### config.mk
export PLATFORM = sky130hd
export DESIGN_NAME = at_response_line_parser_flat
export DESIGN_NICKNAME = d
export VERILOG_FILES = /design/src/rtl/core/arlp_pkg.sv /design/src/rtl/core/arlp_rx_if.sv /design/src/rtl/core/arlp_res_if.sv /design/src/rtl/core/arlp_line_scan.sv /design/src/rtl/core/arlp_run_emitter.sv /design/src/rtl/core/at_response_line_parser.sv /design/src/flat_wrapper.sv
export SDC_FILE = /design/constraint.sdc
export NUM_CORES = 1
export LEC_CHECK = 0
export BUFFER_PORTS_ARGS = -buffer_cell sky130_fd_sc_hd__buf_2
export CELL_PAD_IN_SITES_DETAIL_PLACEMENT = 0
export CELL_PAD_IN_SITES_GLOBAL_PLACEMENT = 1
export CORE_MARGIN = 4
export CORE_UTILIZATION = 52
export DETAILED_ROUTE_END_ITERATION = 6
export PLACE_DENSITY = 0.86
export SYNTH_ARGS = -nofsm -noshare
export SYNTH_HDL_FRONTEND = slang
export SYNTH_SLANG_ARGS = --single-unit
export TNS_END_PERCENT = 50
### constraint.sdc
create_clock -name clk_i -period 8.1 [get_ports clk_i]
set_clock_uncertainty 0.2 [all_clocks]
set_input_delay 1.62 -clock clk_i [delete_from_list [all_inputs] [get_ports clk_i]]
set_output_delay 1.62 -clock clk_i [all_outputs]
set_load 0.02 [all_outputs]
### src/rtl/core/arlp_pkg.sv
// ----------------------------------------------------------------------------
// arlp_pkg
// Shared types, character codes and prefix text for the AT response parser.
// ----------------------------------------------------------------------------
package arlp_pkg;

  // Character codes
  localparam logic [7:0] CH_NUL   = 8'h00;
  localparam logic [7:0] CH_TAB   = 8'h09;
  localparam logic [7:0] CH_LF    = 8'h0A;
  localparam logic [7:0] CH_CR    = 8'h0D;
  localparam logic [7:0] CH_SPACE = 8'h20;
  localparam logic [7:0] CH_QUOTE = 8'h22;
  localparam logic [7:0] CH_PLUS  = 8'h2B;
  localparam logic [7:0] CH_MINUS = 8'h2D;
  localparam logic [7:0] CH_ZERO  = 8'h30;
  localparam logic [7:0] CH_NINE  = 8'h39;

  // Prefix text, first character in the top byte
  localparam int unsigned COPS_LEN = 9;
  localparam int unsigned CSQ_LEN  = 5;
  localparam logic [8*COPS_LEN-1:0] COPS_TEXT = "+COPS: 0,";
  localparam logic [8*CSQ_LEN-1:0]  CSQ_TEXT  = "+CSQ:";

  typedef enum logic [1:0] {
    KIND_OTHER  = 2'd0,
    KIND_NAME   = 2'd1,
    KIND_NO_OP  = 2'd2,
    KIND_SIGNAL = 2'd3
  } line_kind_e;

  typedef enum logic [1:0] {
    NAME_SEEK,
    NAME_SKIP,
    NAME_COLLECT,
    NAME_DONE
  } name_phase_e;

  typedef enum logic [1:0] {
    SIG_SEEK,
    SIG_SKIP,
    SIG_TOKEN,
    SIG_DONE
  } sig_phase_e;

  typedef enum logic [1:0] {
    ATOI_BLANK,
    ATOI_DIGITS,
    ATOI_STOP
  } atoi_state_e;

  // Line summary handed from the scanner to the emitter at newline
  typedef struct packed {
    line_kind_e  kind;
    logic [7:0]  level;
  } line_sum_t;

  // Character i of a prefix text of n characters
  function automatic logic [7:0] text_char(input logic [8*COPS_LEN-1:0] s,
                                           input int unsigned n,
                                           input logic [3:0] i);
    int unsigned sel;
    sel = n - 1 - int'(i);
    return s[8*sel +: 8];
  endfunction

endpackage

### src/rtl/core/arlp_rx_if.sv
// ----------------------------------------------------------------------------
// arlp_rx_if
// Receive byte channel: valid, ready and one byte per item.
// ----------------------------------------------------------------------------
interface arlp_rx_if;
  logic       valid;
  logic       ready;
  logic [7:0] rx_byte;

  modport source (output valid, output rx_byte, input ready);
  modport sink   (input valid, input rx_byte, output ready);
endinterface

### src/rtl/core/arlp_res_if.sv
// ----------------------------------------------------------------------------
// arlp_res_if
// Result channel: one classified line, or one operator name character, per item.
// ----------------------------------------------------------------------------
interface arlp_res_if;
  logic       valid;
  logic       ready;
  logic [1:0] line_kind;
  logic [7:0] signal_level;
  logic [7:0] name_char;
  logic [4:0] name_index;
  logic [4:0] name_length;
  logic       last;

  modport source (output valid, output line_kind, output signal_level,
                  output name_char, output name_index, output name_length,
                  output last, input ready);
  modport sink   (input valid, input line_kind, input signal_level,
                  input name_char, input name_index, input name_length,
                  input last, output ready);
endinterface

### src/rtl/core/arlp_line_scan.sv
// ----------------------------------------------------------------------------
// arlp_line_scan
// Per-byte line scanner: prefix match, name capture and signal conversion.
// ----------------------------------------------------------------------------
module arlp_line_scan
  import arlp_pkg::*;
#(
  parameter int unsigned LINE_MAX     = 75,
  parameter int unsigned NAME_MAX     = 20,
  parameter int unsigned SIGNAL_CHARS = 4,
  localparam int unsigned PW = $clog2(LINE_MAX + 1),
  localparam int unsigned CW = $clog2(NAME_MAX + 1),
  localparam int unsigned AW = $clog2(2 * NAME_MAX)
) (
  input  logic          clk_i,
  input  logic          rst_ni,
  input  logic          byte_valid_i,
  input  logic [7:0]    byte_i,
  output logic          wr_en_o,
  output logic [AW-1:0] wr_addr_o,
  output logic [7:0]    wr_data_o,
  output line_sum_t     sum_o,
  output logic [CW-1:0] name_len_o,
  output logic          bank_o
);

  localparam int unsigned TW = $clog2(SIGNAL_CHARS + 1);

  logic [PW-1:0] pos_q, pos_d;
  logic          ended_q, ended_d;
  logic [3:0]    cops_cnt_q, cops_cnt_d;
  logic          cops_miss_q, cops_miss_d;
  logic [3:0]    csq_cnt_q, csq_cnt_d;
  logic          csq_miss_q, csq_miss_d;
  name_phase_e   name_phase_q, name_phase_d;
  logic [CW-1:0] name_cnt_q, name_cnt_d;
  sig_phase_e    sig_phase_q, sig_phase_d;
  logic [TW-1:0] tok_cnt_q, tok_cnt_d;
  atoi_state_e   atoi_q, atoi_d;
  logic [7:0]    acc_q, acc_d;
  logic          neg_q, neg_d;
  logic [7:0]    level_q, level_d;
  logic          bank_q, bank_d;

  logic          plain, store, counted, lf;
  logic          is_quote;
  atoi_state_e   st_in, st_out;
  logic [7:0]    acc_in, acc_out, digit;
  logic          neg_in, neg_out, is_digit, is_blank;
  logic [CW-1:0] wr_idx;

  assign plain    = byte_valid_i && (byte_i != CH_CR) && (byte_i != CH_LF);
  assign store    = plain && (pos_q < PW'(LINE_MAX));
  assign counted  = store && !ended_q && (byte_i != CH_NUL);
  assign lf       = byte_valid_i && (byte_i == CH_LF);
  assign is_quote = (byte_i == CH_QUOTE);

  // One conversion step; a token's first character starts from a fresh state
  always_comb begin
    st_in    = (sig_phase_q == SIG_SKIP) ? ATOI_BLANK : atoi_q;
    acc_in   = (sig_phase_q == SIG_SKIP) ? 8'd0 : acc_q;
    neg_in   = (sig_phase_q == SIG_SKIP) ? 1'b0 : neg_q;
    is_digit = (byte_i >= CH_ZERO) && (byte_i <= CH_NINE);
    is_blank = (byte_i == CH_SPACE) || ((byte_i >= CH_TAB) && (byte_i <= CH_CR));
    digit    = byte_i - CH_ZERO;
    st_out   = st_in;
    acc_out  = acc_in;
    neg_out  = neg_in;
    case (st_in)
      ATOI_BLANK: begin
        if (is_blank) begin
          st_out = ATOI_BLANK;
        end else if ((byte_i == CH_PLUS) || (byte_i == CH_MINUS)) begin
          neg_out = (byte_i == CH_MINUS);
          st_out  = ATOI_DIGITS;
        end else if (is_digit) begin
          acc_out = digit;
          st_out  = ATOI_DIGITS;
        end else begin
          st_out = ATOI_STOP;
        end
      end
      ATOI_DIGITS: begin
        if (is_digit) begin
          acc_out = {acc_in[4:0], 3'b000} + {acc_in[6:0], 1'b0} + digit;
        end else begin
          st_out = ATOI_STOP;
        end
      end
      default: ;
    endcase
  end

  // Line summary from the state before the newline
  always_comb begin
    sum_o.level = level_q;
    if (cops_cnt_q == 4'(COPS_LEN)) begin
      sum_o.kind = KIND_NAME;
    end else if (cops_cnt_q == 4'(COPS_LEN - 1)) begin
      sum_o.kind = KIND_NO_OP;
    end else if (csq_cnt_q == 4'(CSQ_LEN)) begin
      sum_o.kind = KIND_SIGNAL;
      if (tok_cnt_q != '0) begin
        sum_o.level = neg_q ? (8'd0 - acc_q) : acc_q;
      end
    end else begin
      sum_o.kind = KIND_OTHER;
    end
  end

  // Only an operator report carries a name run
  assign name_len_o = (sum_o.kind == KIND_NAME) ? name_cnt_q : '0;
  assign bank_o     = bank_q;

  // Next state
  always_comb begin
    pos_d        = pos_q;
    ended_d      = ended_q;
    cops_cnt_d   = cops_cnt_q;
    cops_miss_d  = cops_miss_q;
    csq_cnt_d    = csq_cnt_q;
    csq_miss_d   = csq_miss_q;
    name_phase_d = name_phase_q;
    name_cnt_d   = name_cnt_q;
    sig_phase_d  = sig_phase_q;
    tok_cnt_d    = tok_cnt_q;
    atoi_d       = atoi_q;
    acc_d        = acc_q;
    neg_d        = neg_q;
    level_d      = level_q;
    bank_d       = bank_q;

    if (store) begin
      pos_d = pos_q + PW'(1);
      if (byte_i == CH_NUL) begin
        ended_d = 1'b1;
      end
    end

    if (counted) begin
      if (!cops_miss_q && (cops_cnt_q < 4'(COPS_LEN))) begin
        if (byte_i == text_char(COPS_TEXT, COPS_LEN, cops_cnt_q)) begin
          cops_cnt_d = cops_cnt_q + 4'd1;
        end else begin
          cops_miss_d = 1'b1;
        end
      end
      if (!csq_miss_q && (csq_cnt_q < 4'(CSQ_LEN))) begin
        if (byte_i == text_char((8*COPS_LEN)'(CSQ_TEXT), CSQ_LEN, csq_cnt_q)) begin
          csq_cnt_d = csq_cnt_q + 4'd1;
        end else begin
          csq_miss_d = 1'b1;
        end
      end

      case (name_phase_q)
        NAME_SEEK: begin
          if (is_quote) name_phase_d = NAME_SKIP;
        end
        NAME_SKIP: begin
          if (!is_quote) begin
            name_cnt_d   = CW'(1);
            name_phase_d = NAME_COLLECT;
          end
        end
        NAME_COLLECT: begin
          if (is_quote) begin
            name_phase_d = NAME_DONE;
          end else if (name_cnt_q < CW'(NAME_MAX)) begin
            name_cnt_d = name_cnt_q + CW'(1);
          end
        end
        default: ;
      endcase

      case (sig_phase_q)
        SIG_SEEK: begin
          if (byte_i == CH_SPACE) sig_phase_d = SIG_SKIP;
        end
        SIG_SKIP: begin
          if (!is_quote) begin
            sig_phase_d = SIG_TOKEN;
            tok_cnt_d   = TW'(1);
            atoi_d      = st_out;
            acc_d       = acc_out;
            neg_d       = neg_out;
          end
        end
        SIG_TOKEN: begin
          if (is_quote) begin
            sig_phase_d = SIG_DONE;
          end else if (tok_cnt_q < TW'(SIGNAL_CHARS)) begin
            tok_cnt_d = tok_cnt_q + TW'(1);
            atoi_d    = st_out;
            acc_d     = acc_out;
            neg_d     = neg_out;
          end
        end
        default: ;
      endcase
    end

    // Newline: commit the level, swap name banks, start a fresh line
    if (lf) begin
      pos_d        = '0;
      ended_d      = 1'b0;
      cops_cnt_d   = '0;
      cops_miss_d  = 1'b0;
      csq_cnt_d    = '0;
      csq_miss_d   = 1'b0;
      name_phase_d = NAME_SEEK;
      name_cnt_d   = '0;
      sig_phase_d  = SIG_SEEK;
      tok_cnt_d    = '0;
      atoi_d       = ATOI_BLANK;
      acc_d        = '0;
      neg_d        = 1'b0;
      level_d      = sum_o.level;
      bank_d       = !bank_q;
    end
  end

  // Name memory write port
  always_comb begin
    wr_en_o   = 1'b0;
    wr_idx    = name_cnt_q;
    wr_data_o = byte_i;
    if (counted && !is_quote) begin
      if (name_phase_q == NAME_SKIP) begin
        wr_en_o = 1'b1;
        wr_idx  = '0;
      end else if ((name_phase_q == NAME_COLLECT) && (name_cnt_q < CW'(NAME_MAX))) begin
        wr_en_o = 1'b1;
      end
    end
    wr_addr_o = bank_q ? (AW'(NAME_MAX) + AW'(wr_idx)) : AW'(wr_idx);
  end

  always_ff @(posedge clk_i or negedge rst_ni) begin
    if (!rst_ni) begin
      pos_q        <= '0;
      ended_q      <= 1'b0;
      cops_cnt_q   <= '0;
      cops_miss_q  <= 1'b0;
      csq_cnt_q    <= '0;
      csq_miss_q   <= 1'b0;
      name_phase_q <= NAME_SEEK;
      name_cnt_q   <= '0;
      sig_phase_q  <= SIG_SEEK;
      tok_cnt_q    <= '0;
      atoi_q       <= ATOI_BLANK;
      acc_q        <= '0;
      neg_q        <= 1'b0;
      level_q      <= '0;
      bank_q       <= 1'b0;
    end else begin
      pos_q        <= pos_d;
      ended_q      <= ended_d;
      cops_cnt_q   <= cops_cnt_d;
      cops_miss_q  <= cops_miss_d;
      csq_cnt_q    <= csq_cnt_d;
      csq_miss_q   <= csq_miss_d;
      name_phase_q <= name_phase_d;
      name_cnt_q   <= name_cnt_d;
      sig_phase_q  <= sig_phase_d;
      tok_cnt_q    <= tok_cnt_d;
      atoi_q       <= atoi_d;
      acc_q        <= acc_d;
      neg_q        <= neg_d;
      level_q      <= level_d;
      bank_q       <= bank_d;
    end
  end

endmodule

### src/rtl/core/arlp_run_emitter.sv
// ----------------------------------------------------------------------------
// arlp_run_emitter
// Name memory and result sequencer: one result per name character, or one
// result per line, through a read stage and an output register.
// ----------------------------------------------------------------------------
module arlp_run_emitter
  import arlp_pkg::*;
#(
  parameter int unsigned NAME_MAX = 20,
  localparam int unsigned CW = $clog2(NAME_MAX + 1),
  localparam int unsigned AW = $clog2(2 * NAME_MAX)
) (
  input  logic              clk_i,
  input  logic              rst_ni,
  input  logic              wr_en_i,
  input  logic [AW-1:0]     wr_addr_i,
  input  logic [7:0]        wr_data_i,
  input  logic              load_i,
  input  line_sum_t         sum_i,
  input  logic [CW-1:0]     name_len_i,
  input  logic              bank_i,
  output logic              can_load_o,
  arlp_res_if.source        res
);

  logic [7:0] name_mem [2*NAME_MAX];

  // Run sequencer
  logic          seq_active_q;
  logic [CW-1:0] seq_idx_q, seq_len_q;
  logic          seq_bank_q;
  line_kind_e    seq_kind_q;
  logic [7:0]    seq_level_q;

  // Read stage
  logic          s1_valid_q;
  logic          s1_is_name_q, s1_last_q;
  logic [CW-1:0] s1_idx_q, s1_len_q;
  line_kind_e    s1_kind_q;
  logic [7:0]    s1_level_q;
  logic [7:0]    rd_data_q;

  // Output register
  logic          out_valid_q;
  line_kind_e    out_kind_q;
  logic [7:0]    out_level_q, out_char_q;
  logic [4:0]    out_index_q, out_length_q;
  logic          out_last_q;

  logic          move_out, s1_free, issue, run_last;
  logic [AW-1:0] rd_addr;

  assign move_out   = s1_valid_q && (!out_valid_q || res.ready);
  assign s1_free    = !s1_valid_q || move_out;
  assign issue      = seq_active_q && s1_free;
  assign run_last   = (seq_len_q == '0) || (CW'(seq_idx_q + CW'(1)) == seq_len_q);
  assign can_load_o = !seq_active_q || (issue && run_last);
  assign rd_addr    = seq_bank_q ? (AW'(NAME_MAX) + AW'(seq_idx_q)) : AW'(seq_idx_q);

  always_ff @(posedge clk_i) begin
    if (wr_en_i) begin
      name_mem[wr_addr_i] <= wr_data_i;
    end
    if (issue) begin
      rd_data_q <= name_mem[rd_addr];
    end
  end

  always_ff @(posedge clk_i or negedge rst_ni) begin
    if (!rst_ni) begin
      seq_active_q <= 1'b0;
      s1_valid_q   <= 1'b0;
      out_valid_q  <= 1'b0;
    end else begin
      if (load_i) begin
        seq_active_q <= 1'b1;
      end else if (issue && run_last) begin
        seq_active_q <= 1'b0;
      end
      if (issue) begin
        s1_valid_q <= 1'b1;
      end else if (move_out) begin
        s1_valid_q <= 1'b0;
      end
      if (move_out) begin
        out_valid_q <= 1'b1;
      end else if (res.ready) begin
        out_valid_q <= 1'b0;
      end
    end
  end

  // Payload: hold unless advancing
  always_ff @(posedge clk_i) begin
    if (load_i) begin
      seq_idx_q   <= '0;
      seq_len_q   <= name_len_i;
      seq_bank_q  <= bank_i;
      seq_kind_q  <= sum_i.kind;
      seq_level_q <= sum_i.level;
    end else if (issue) begin
      seq_idx_q <= seq_idx_q + CW'(1);
    end
    if (issue) begin
      s1_is_name_q <= (seq_len_q != '0);
      s1_last_q    <= run_last;
      s1_idx_q     <= seq_idx_q;
      s1_len_q     <= seq_len_q;
      s1_kind_q    <= seq_kind_q;
      s1_level_q   <= seq_level_q;
    end
    if (move_out) begin
      out_kind_q   <= s1_kind_q;
      out_level_q  <= s1_level_q;
      out_char_q   <= s1_is_name_q ? rd_data_q : 8'd0;
      out_index_q  <= s1_is_name_q ? 5'(s1_idx_q) : 5'd0;
      out_length_q <= 5'(s1_len_q);
      out_last_q   <= s1_last_q;
    end
  end

  assign res.valid        = out_valid_q;
  assign res.line_kind    = out_kind_q;
  assign res.signal_level = out_level_q;
  assign res.name_char    = out_char_q;
  assign res.name_index   = out_index_q;
  assign res.name_length  = out_length_q;
  assign res.last         = out_last_q;

`ifndef SYNTHESIS
  a_load_when_free: assert property (@(posedge clk_i) disable iff (!rst_ni)
    load_i |-> can_load_o)
    else $error("new line loaded while a run is still issuing");

  a_run_ends: assert property (@(posedge clk_i) disable iff (!rst_ni)
    (issue && run_last && !load_i) |=> !seq_active_q)
    else $error("sequencer still active after the last item of its run");

  a_read_held: assert property (@(posedge clk_i) disable iff (!rst_ni)
    (s1_valid_q && !move_out) |=> (s1_valid_q && $stable(rd_data_q)))
    else $error("read stage lost its character while stalled");

  a_index_in_name: assert property (@(posedge clk_i) disable iff (!rst_ni)
    (out_valid_q && (out_length_q != 5'd0)) |-> (out_index_q < out_length_q))
    else $error("name index beyond name length");
`endif

endmodule

### src/rtl/core/at_response_line_parser.sv
// ----------------------------------------------------------------------------
// at_response_line_parser
// Modem AT response line parser: classifies lines and reports operator name
// and signal level.
// ----------------------------------------------------------------------------
// One received byte is taken per clock cycle. Carriage returns are dropped,
// only the first LINE_MAX bytes of a line count, and a zero byte ends the
// text of its line. A newline produces one result item, or one item per name
// character for an operator report, emitted at one item per cycle while the
// result side takes every item, through the name memory's single read port.
// A newline is held off only while the previous line's run still has items
// to issue; other bytes are never held off. A newline that follows a run of
// name characters closely is held until the run's last item issues; a
// stalled result side holds it for as long as the stall lasts. Results go
// out through a registered output stage.
module at_response_line_parser
  import arlp_pkg::*;
#(
  parameter int unsigned LINE_MAX     = 75,
  parameter int unsigned NAME_MAX     = 20,
  parameter int unsigned SIGNAL_CHARS = 4
) (
  input  logic        clk_i,
  input  logic        rst_ni,
  arlp_rx_if.sink     rx_i,
  arlp_res_if.source  res_o
);

  localparam int unsigned CW = $clog2(NAME_MAX + 1);
  localparam int unsigned AW = $clog2(2 * NAME_MAX);

  logic          rx_accept;
  logic          lf_load;
  logic          can_load;
  logic          wr_en;
  logic [AW-1:0] wr_addr;
  logic [7:0]    wr_data;
  line_sum_t     line_sum;
  logic [CW-1:0] name_len;
  logic          bank;

  // Hold a newline until the sequencer can take the next line
  assign rx_i.ready = (rx_i.rx_byte != CH_LF) || can_load;
  assign rx_accept  = rx_i.valid && rx_i.ready;
  assign lf_load    = rx_accept && (rx_i.rx_byte == CH_LF);

  // Scan each byte: prefix match, quoted name capture, signal token conversion
  arlp_line_scan #(
    .LINE_MAX     (LINE_MAX),
    .NAME_MAX     (NAME_MAX),
    .SIGNAL_CHARS (SIGNAL_CHARS)
  ) u_scan (
    .clk_i        (clk_i),
    .rst_ni       (rst_ni),
    .byte_valid_i (rx_accept),
    .byte_i       (rx_i.rx_byte),
    .wr_en_o      (wr_en),
    .wr_addr_o    (wr_addr),
    .wr_data_o    (wr_data),
    .sum_o        (line_sum),
    .name_len_o   (name_len),
    .bank_o       (bank)
  );

  // Name characters live in two banks: one fills while the other is read out
  arlp_run_emitter #(
    .NAME_MAX (NAME_MAX)
  ) u_emit (
    .clk_i      (clk_i),
    .rst_ni     (rst_ni),
    .wr_en_i    (wr_en),
    .wr_addr_i  (wr_addr),
    .wr_data_i  (wr_data),
    .load_i     (lf_load),
    .sum_i      (line_sum),
    .name_len_i (name_len),
    .bank_i     (bank),
    .can_load_o (can_load),
    .res        (res_o)
  );

endmodule
### src/flat_wrapper.sv
// flat-port wrapper written by rule: the top's interface ports become plain ports
module at_response_line_parser_flat import arlp_pkg::*;
#(
  parameter int unsigned LINE_MAX     = 75,
  parameter int unsigned NAME_MAX     = 20,
  parameter int unsigned SIGNAL_CHARS = 4
)
  (clk_i, rst_ni, rx_i_valid, rx_i_rx_byte, rx_i_ready, res_o_valid, res_o_line_kind, res_o_signal_level, res_o_name_char, res_o_name_index, res_o_name_length, res_o_last, res_o_ready);
  arlp_rx_if rx_i_i ();
  arlp_res_if res_o_i ();
  input  logic clk_i;
  input  logic rst_ni;
  input wire logic [$bits(rx_i_i.valid)-1:0] rx_i_valid;
  input wire logic [$bits(rx_i_i.rx_byte)-1:0] rx_i_rx_byte;
  output wire logic [$bits(rx_i_i.ready)-1:0] rx_i_ready;
  output wire logic [$bits(res_o_i.valid)-1:0] res_o_valid;
  output wire logic [$bits(res_o_i.line_kind)-1:0] res_o_line_kind;
  output wire logic [$bits(res_o_i.signal_level)-1:0] res_o_signal_level;
  output wire logic [$bits(res_o_i.name_char)-1:0] res_o_name_char;
  output wire logic [$bits(res_o_i.name_index)-1:0] res_o_name_index;
  output wire logic [$bits(res_o_i.name_length)-1:0] res_o_name_length;
  output wire logic [$bits(res_o_i.last)-1:0] res_o_last;
  input wire logic [$bits(res_o_i.ready)-1:0] res_o_ready;
  assign rx_i_i.valid = rx_i_valid;
  assign rx_i_i.rx_byte = rx_i_rx_byte;
  assign rx_i_ready = rx_i_i.ready;
  assign res_o_valid = res_o_i.valid;
  assign res_o_line_kind = res_o_i.line_kind;
  assign res_o_signal_level = res_o_i.signal_level;
  assign res_o_name_char = res_o_i.name_char;
  assign res_o_name_index = res_o_i.name_index;
  assign res_o_name_length = res_o_i.name_length;
  assign res_o_last = res_o_i.last;
  assign res_o_i.ready = res_o_ready;
  at_response_line_parser #(.LINE_MAX(LINE_MAX), .NAME_MAX(NAME_MAX), .SIGNAL_CHARS(SIGNAL_CHARS)) u_core (.clk_i(clk_i), .rst_ni(rst_ni), .rx_i(rx_i_i), .res_o(res_o_i));
endmodule
==> Implementation_results.wiki, run 1 <==
{| class="wikitable"
! Metric !! Value
|-
| Nature of the critical path startpoint || input pin
|-
| Tightest Pin Transition || 1160 ps
|-
| Inserted Clock Buffers || 44
|-
| Vias in the first global route || 11400
|-
| Net count, final || 1374
|-
| Synth top area cells || edfxtp_1, mux4_2, dfrtp_1, ha_1, nor2_1
|-
| Slowest Stage Delay on Critical Path || 1030 ps
|-
| Xor and xnor area share after synthesis || 0.0204
|-
| Remaining DRCs || 0
|-
| Routability Congestion || 0.880
|-
| Outcome || completed
|-
| Initial Util || 0.529
|-
| Crit Reg-Reg Endpoint || u_core.u_emit.name_mem[11][6]$_DFFE_PP_
|-
| HPWL reported at the end of detailed placement || 28900 um
|-
| IR drop worst, VDD || 0.122 mV
|-
| Biggest area consumer among synthesized cells || edfxtp_1
|-
| Adder-cell share of the synthesized area || 0.0250
|-
| Post-route fraction of the period consumed by the critical path || 0.666
|-
| Data arrival time at the worst-slack endpoint || 5380 ps
|-
| Count of synthesis-stage warnings from yosys || 0
|-
| Post-Synth Simple-Gate Area || 0.0906
|-
| Time the final worst path needs with I/O delays and setup || 5390 ps
|-
| Post-synth top flop || edfxtp_1
|-
| Sequential share of the synthesized area || 0.664
|-
| Slew headroom || 0.223
|-
| CP Data Required Time || 8090 ps
|-
| # setup viols final || 0
|-
| Crit path max-delay cell type || nor3_1
|-
| Chain of cells forming the critical path || buf_2, inv_1, ha_1, or3b_2, o221ai_1, nor4_1, nor2_1, ha_1, nand2_1, o31ai_1, nand3_1, nor3_1
|-
| Number of enable-type register cells in the synthesized netlist || 395
|-
| Mean routed wirelength per cell || 24.1 um
|-
| Width of the die || 204 um
|-
| DP Area || 20700 um2
|-
| Most numerous cell on the critical path || ha_1
|-
| Rows || 71
|-
| Type of the tightest min-delay check || register to register
|-
| Final Worst Setup Slack || 2710 ps
|-
| Worst reg-to-reg path cell count || 9
|-
| Final instance area || 22300 um2
|-
| TNS Setup || 0 ps
|-
| Synth top area share || 0.593
|-
| Switch share || 0.275
|-
| Wire length of the first global-routing pass || 69400 um
|-
| Count of cell types in the netlist || 79
|-
| Pre-CTS setup slack || 2170 ps
|-
| Internal power || 4.52 mW
|-
| Global router's overall resource usage || 0.219
|-
| Clk pwr share || 0.350
|-
| Reg2reg start || u_core.u_scan.pos_q[4]$_DFFE_PN0P_
|-
| Number of fill cells || 2812
|-
| Setup repair after global routing missed its margin || no
|-
| IO Port Bufs || 42
|-
| Number of levels the H-tree was split into || 2
|-
| Number of cells produced by synthesis || 1289
|-
| Total via count in the routed design || 11400
|-
| First-iteration detailed-routing DRC count || 1125
|-
| Final hold violation count || 0
|-
| Remaining number of nets flagged by the antenna check after routing || 0
|-
| Sequential fraction of design power || 0.445
|-
| Proportion of synthesized area in mux cells || 0.120
|-
| Area inside the core boundary || 37800 um2
|-
| Clock transition at path regs || 60 ps
|-
| IO Pins || 43
|-
| Fraction of the core area covered by cells at the end of the flow || 0.589
|-
| Clock Path Buffers || 3
|-
| Worst-path maximum fanout || 8
|-
| Floorplan die height || 204 um
|-
| Final hold slack || 214 ps
|-
| Root Buffer Master || clkbuf_16
|-
| Area growth, synth to finish || 11.3%
|-
| Async set or reset register ratio after synthesis || 0.117
|-
| Start point of the critical path || rx_i_rx_byte[4]
|-
| Share of post-route cells with drive strength above 1 || 0.186
|-
| Post-Route WL || 45000 um
|-
| Crit Path Class || input pin to register
|-
| Diode insertion count for antenna repair || 0
|-
| Antenna violations before repair || 3
|-
| Switching power total || 1.71 mW
|-
| CP Capture Type || register
|-
| Setup repair bufs after CTS || 0
|-
| Critical path endpoint || u_core.u_emit.name_mem[11][6]$_DFFE_PP_
|-
| Die Outline Area || 41700 um2
|-
| Maximum achievable frequency || 185 MHz
|-
| Number of nets produced by synthesis || 1338
|-
| Number of clock sinks || 453
|-
| Detailed-router iteration count before antenna repair || 7
|-
| Gr ovfl total || 0
|-
| Power per cell area || 280 nW/um2
|-
| Number of maximum-capacitance violations || 0
|-
| Reg-to-reg slack, setup || 3200 ps
|-
| Synth Register Bits || 453
|-
| Number of slew-limit violations in the final report || 0
|-
| Clock tree from TritonCTS || built
|-
| Maximum number of pins on one net before global-route repair || 62
|-
| Number of buffers inserted by hold repair at cts || 0
|-
| Combinational family with the most area after synthesis || multiplexers
|-
| Gates resized, CTS repair || 0
|-
| Synthesized cell area || 20000 um2
|-
| Avg Vias per Cell || 6.09
|-
| Relative contribution of combinational cells to total power || 0.204
|-
| Worst-Skew Late Latency || 580 ps
|-
| Fraction of the mapped netlist area in compound gates || 0.0595
|-
| Mean instance size in the synthesized netlist || 15.5 um2
|-
| Total leakage power || 7.62 nW
|}
-- flip-flops by register name, indices dropped and copies added, names as in the netlist, 7 cells and up --
register / count
u_core.u_emit.name_mem: 320
u_core.u_emit.rd_data_q: 8
u_core.u_emit.res.name_char: 8
u_core.u_emit.res.signal_level: 8
u_core.u_emit.s1_level_q: 8
u_core.u_emit.seq_level_q: 8
u_core.u_scan.acc_q: 8
u_core.u_scan.level_q: 8
u_core.u_scan.pos_q: 7
-- final cells by class --
cell class | instances | area, um2 | area share
clock inverters | 28 | 374 | 0.0168
flip-flops and latches | 453 | 13300 | 0.597
multi-input cells | 731 | 6330 | 0.284
clock buffers | 52 | 1160 | 0.0522
inverters | 35 | 131 | 0.00590
well taps | 511 | 639 | 0.0287
repair buffers | 60 | 345 | 0.0155
-- synth_stat cells (5+ instances only) --
library cell	number
nand3b_1	7
fa_1	5
nand3_1	25
buf_1	6
xor2_1	20
a21o_1	7
inv_1	34
nor3_1	23
a21oi_1	52
mux2i_1	20
ha_1	32
or3_1	11
xnor2_1	24
nor2b_1	18
a31oi_1	11
mux4_2	96
o21ai_0	36
nand4_1	11
nand2_1	75
o31ai_1	7
nand2b_1	22
clkbuf_1	48
buf_2	14
dfxtp_1	5
a211oi_1	11
and3_1	9
dfrtp_1	53
and2_1	19
edfxtp_1	395
nor2_1	90
-- cell usage in the layout, fill, tap and decap left out, types with 5 or more instances in the layout --
| cell type | instances |
|---|---|
| a211oi_1 | 11 |
| a21o_1 | 7 |
| a21oi_1 | 52 |
| a31oi_1 | 11 |
| and2_1 | 19 |
| and3_1 | 9 |
| buf_2 | 42 |
| buf_4 | 18 |
| bufinv_16 | 9 |
| clkbuf_1 | 6 |
| clkbuf_16 | 45 |
| clkinv_1 | 7 |
| clkinv_2 | 6 |
| dfrtp_1 | 53 |
| edfxtp_1 | 395 |
| fa_1 | 5 |
| ha_1 | 32 |
| inv_1 | 34 |
| mux2i_1 | 19 |
| mux4_2 | 96 |
| nand2_1 | 75 |
| nand2b_1 | 22 |
| nand3_1 | 25 |
| nand3b_1 | 7 |
| nand4_1 | 11 |
| nor2_1 | 89 |
| nor2b_1 | 18 |
| nor3_1 | 23 |
| o21ai_0 | 36 |
| o31ai_1 | 7 |
| or3_1 | 11 |
| xnor2_1 | 23 |
| xor2_1 | 20 |
-- critical path, delay by kind of cell --
kind                       cells  cell delay [ps]
and+or+nand+nor                6             2570
adders and majority gates      2              590
AOI/OAI and AO/OA              2              330
buffers and inverters          2              270
-- layer usage --
layer,vias up,share of wire,track usage
met5,-,0.00051,0
met4,4,0.022,0.0562
met3,71,0.068,0.0427
met2,456,0.50,0.361
met1,5795,0.41,0.304
li1,5060,-,-
-- power groups by stage --
stage / Sequential [mW] / Clock, mW / Combinational [mW]
final: 2.78 / 2.19 / 1.27
after global routing: 2.80 / 2.32 / 1.38
after CTS: 2.78 / 2.21 / 1.27
after detailed placement: 2.83 / 0 / 1.27
after global placement: 2.82 / 0 / 1.25
after floorplan: 2.74 / 0 / 0.990
-- worst min-delay path by stage --
stage	start	depth (start not counted)	slack (ps)	end
3_3_place_gp	u_core.u_emit.seq_level_q[0]$_DFFE_PP_	0	200	u_core.u_emit.s1_level_q[0]$_DFFE_PP_
3_5_place_dp	u_core.u_emit.s1_len_q[4]$_DFFE_PP_	0	200	u_core.u_emit.res.name_length[4]$_DFFE_PP_
6_report	u_core.u_emit.s1_level_q[6]$_DFFE_PP_	0	210	u_core.u_emit.res.signal_level[6]$_DFFE_PP_
4_1_cts	u_core.u_emit.s1_level_q[6]$_DFFE_PP_	0	210	u_core.u_emit.res.signal_level[6]$_DFFE_PP_
5_1_grt	u_core.u_emit.seq_level_q[7]$_DFFE_PP_	0	220	u_core.u_emit.s1_level_q[7]$_DFFE_PP_
2_1_floorplan	u_core.u_emit.s1_last_q$_DFFE_PP_	0	200	u_core.u_emit.res.last$_DFFE_PP_
-- kinds of logic (layout without fill, tap and decap cells) --
group,count (synthesis),in the layout
compound gates,180,180
xor+xnor,45,45
fa+ha+maj,37,37
buf+inv,105,175
flops,453,453
mux,119,119
simple gates,350,350
-- stage by stage --
| stage | std cells | power [mW] |
|---|---|---|
| final | 1870 | 6.24 |
| after global routing | 1870 | 6.50 |
| after CTS | 1870 | 6.27 |
| after detailed placement | 1790 | 4.09 |
| after global placement | 1790 | 4.08 |
| after floorplan | 1289 | 3.73 |
Power figures use the tool's default switching activity.
==> inputs of run 2 (changes only) <==
Clock period 8.1 ns to 5.6 ns, I/O delays scaled along.
==> run 2 against run 1 <==
Effect of this change: the run now ends with DRC left; first-iteration DRC count is 3.7% higher; routed wire length is 4.7% higher; count of clock-buffer cells in the layout is 3 higher; die area stayed put; largest power group unchanged; clock power is 39% higher; sequential cell count stayed put; cell area is 0.32% higher; power is 43% higher; register-to-register slack worse by 1900 ps; global-route usage is 0.98 points higher; core utilization is 0.19 points higher.
==> Implementation_results.wiki, run 2 (synthesized netlist as in run 1, its figures left out) <==
{| class="wikitable"
! Metric !! Value
|-
| Rows || 71
|-
| Clock Path Buffers || 3
|-
| Register name with the most flops || u_core.u_emit.name_mem
|-
| IR drop worst, VDD || 0.231 mV
|-
| Total via count in the routed design || 11600
|-
| Remaining number of nets flagged by the antenna check after routing || 0
|-
| Post-Route WL || 47100 um
|-
| Clock tree from TritonCTS || built
|-
| Power per cell area || 400 nW/um2
|-
| Tightest Pin Transition || 1160 ps
|-
| Floorplan die height || 204 um
|-
| Final instance area || 22300 um2
|-
| CP Data Required Time || 5570 ps
|-
| Number of clock sinks || 453
|-
| Gr ovfl total || 0
|-
| Amount of wire on met2 after detailed routing || 24100 um
|-
| DP Area || 20800 um2
|-
| Relative contribution of combinational cells to total power || 0.209
|-
| Internal power || 6.42 mW
|-
| Hold Path Cell Cnt || 0
|-
| Post-route fraction of the period consumed by the critical path || 0.841
|-
| Data arrival time at the worst-slack endpoint || 4680 ps
|-
| Nature of the critical path startpoint || input pin
|-
| Final hold violation count || 0
|-
| # setup viols final || 0
|-
| Reg2reg start || u_core.u_scan.pos_q[4]$_DFFE_PN0P_
|-
| Detailed-router iteration count before antenna repair || 7
|-
| Crit Reg-Reg Endpoint || u_core.u_emit.name_mem[26][5]$_DFFE_PP_
|-
| Die Outline Area || 41700 um2
|-
| Total routed wire length on the met1 layer || 18500 um
|-
| Reg-to-reg slack, setup || 1340 ps
|-
| Met3 routed WL || 3180 um
|-
| Width of the die || 204 um
|-
| Setup repair after global routing missed its margin || no
|-
| Antenna violations before repair || 1
|-
| Setup repair bufs after CTS || 0
|-
| Clock transition at path regs || 60 ps
|-
| Global router's overall resource usage || 0.229
|-
| Maximum achievable frequency || 212 MHz
|-
| Routability Congestion || 0.884
|-
| Crit Path Class || input pin to register
|-
| Worst-path maximum fanout || 8
|-
| Gates resized, CTS repair || 0
|-
| IO Port Bufs || 42
|-
| Outcome || finished, violations left
|-
| Max reg flops || 320
|-
| Final hold slack || 214 ps
|-
| Launch instance of the worst min-delay path || u_core.u_emit.s1_level_q[6]$_DFFE_PP_
|-
| Net count, final || 1389
|-
| Type of the tightest min-delay check || register to register
|-
| Number of slew-limit violations in the final report || 0
|-
| Sequential fraction of design power || 0.452
|-
| IO Pins || 43
|-
| Failing checks || DRC
|-
| Initial Util || 0.529
|-
| Mean routed wirelength per cell || 25.0 um
|-
| Time the final worst path needs with I/O delays and setup || 4710 ps
|-
| Total leakage power || 7.67 nW
|-
| Number of maximum-capacitance violations || 0
|-
| Maximum number of pins on one net before global-route repair || 54
|-
| CP Capture Type || register
|-
| Commonest non-fill, non-tap cell in the layout || edfxtp_1
|-
| Area growth, synth to finish || 11.6%
|-
| Worst-Skew Late Latency || 560 ps
|-
| Vias in the first global route || 11700
|-
| Share of post-route cells with drive strength above 1 || 0.193
|-
| Min-Delay Endpoint || u_core.u_emit.res.signal_level[6]$_DFFE_PP_
|-
| Slew headroom || 0.218
|-
| Inserted Clock Buffers || 46
|-
| Wire length of the first global-routing pass || 72400 um
|-
| First-iteration detailed-routing DRC count || 1167
|-
| Diode insertion count for antenna repair || 0
|-
| Switch share || 0.283
|-
| Number of levels the H-tree was split into || 2
|-
| Leading cell types in the layout, fill and taps excluded || edfxtp_1, mux4_2, nor2_1
|-
| Worst reg-to-reg path cell count || 10
|-
| Root Buffer Master || clkbuf_16
|-
| Clk pwr share || 0.340
|-
| Avg Vias per Cell || 6.16
|-
| Top Layer Used || met5
|-
| Remaining DRCs || 3
|-
| Number of buffers inserted by hold repair at cts || 0
|-
| Area inside the core boundary || 37800 um2
|-
| TNS Setup || 0 ps
|-
| HPWL reported at the end of detailed placement || 30600 um
|-
| Switching power total || 2.53 mW
|}
-- run 2: cell count changes in the layout (fill, tap and decap cells not counted), sizes merged --
| cell | previous run | this run |
|---|---|---|
| clkinvlp | 4 | 3 |
| bufinv | 9 | 5 |
| buf | 60 | 73 |
| clkbuf | 52 | 55 |
| inv | 37 | 36 |
| clkinv | 13 | 18 |
-- run 2: layer usage --
layer	track usage	up-vias
met5	0	-
met4	0.0646	2
met3	0.0316	80
met2	0.389	523
met1	0.314	5914
li1	-	5093
-- run 2: through the flow --
step / worst slack (ps) / total power, mW / instances / utilization
2_1_floorplan: 944 / 5.39 / 1289 / -
3_3_place_gp: 497 / 5.91 / 1803 / 0.551
3_5_place_dp: 399 / 5.95 / 1803 / 0.551
4_1_cts: 978 / 8.99 / 1885 / 0.591
5_1_grt: 596 / 9.32 / 1885 / 0.591
6_report: 889 / 8.94 / 1885 / 0.591
-- run 2: power groups by stage --
stage	combinational, mW	sequential [mW]	clock (mW)
2_1_floorplan	1.43	3.96	0
3_3_place_gp	1.81	4.10	0
3_5_place_dp	1.84	4.11	0
4_1_cts	1.87	4.04	3.08
5_1_grt	2.01	4.07	3.24
6_report	1.87	4.04	3.04
-- run 2: final cells by class --
cell class | instances | area [um2]
fill | 2806 | 15500
sequential | 453 | 13300
tap | 511 | 639
clock buffer | 55 | 1190
multi-input combinational | 731 | 6330
timing repair buffer | 73 | 443
clock inverter | 27 | 315
inverter | 35 | 131
-- run 2: worst max-delay path by stage --
stage	startpoint	end	slack, ps
after floorplan	rx_i_rx_byte[4]	u_core.u_emit.name_mem[27][0]$_DFFE_PP_	940
after global placement	rx_i_rx_byte[1]	u_core.u_emit.name_mem[24][4]$_DFFE_PP_	500
after detailed placement	rx_i_rx_byte[4]	u_core.u_emit.name_mem[24][0]$_DFFE_PP_	400
after CTS	rx_i_rx_byte[1]	u_core.u_emit.name_mem[25][4]$_DFFE_PP_	980
after global routing	rx_i_rx_byte[4]	u_core.u_emit.name_mem[25][4]$_DFFE_PP_	600
final	rx_i_rx_byte[4]	u_core.u_emit.name_mem[26][5]$_DFFE_PP_	890
-- run 2: worst max-delay path, cell delays in order --
cell      delay (ps)
buf_2            130
inv_1            150
ha_1             220
or3b_2           450
o221ai_1         350
o41ai_1          160
inv_1            100
ha_1             170
nand2b_1         180
nand3_1           90
or4_1            410
a21oi_1          210
nand2_1          290
nor2_1           640
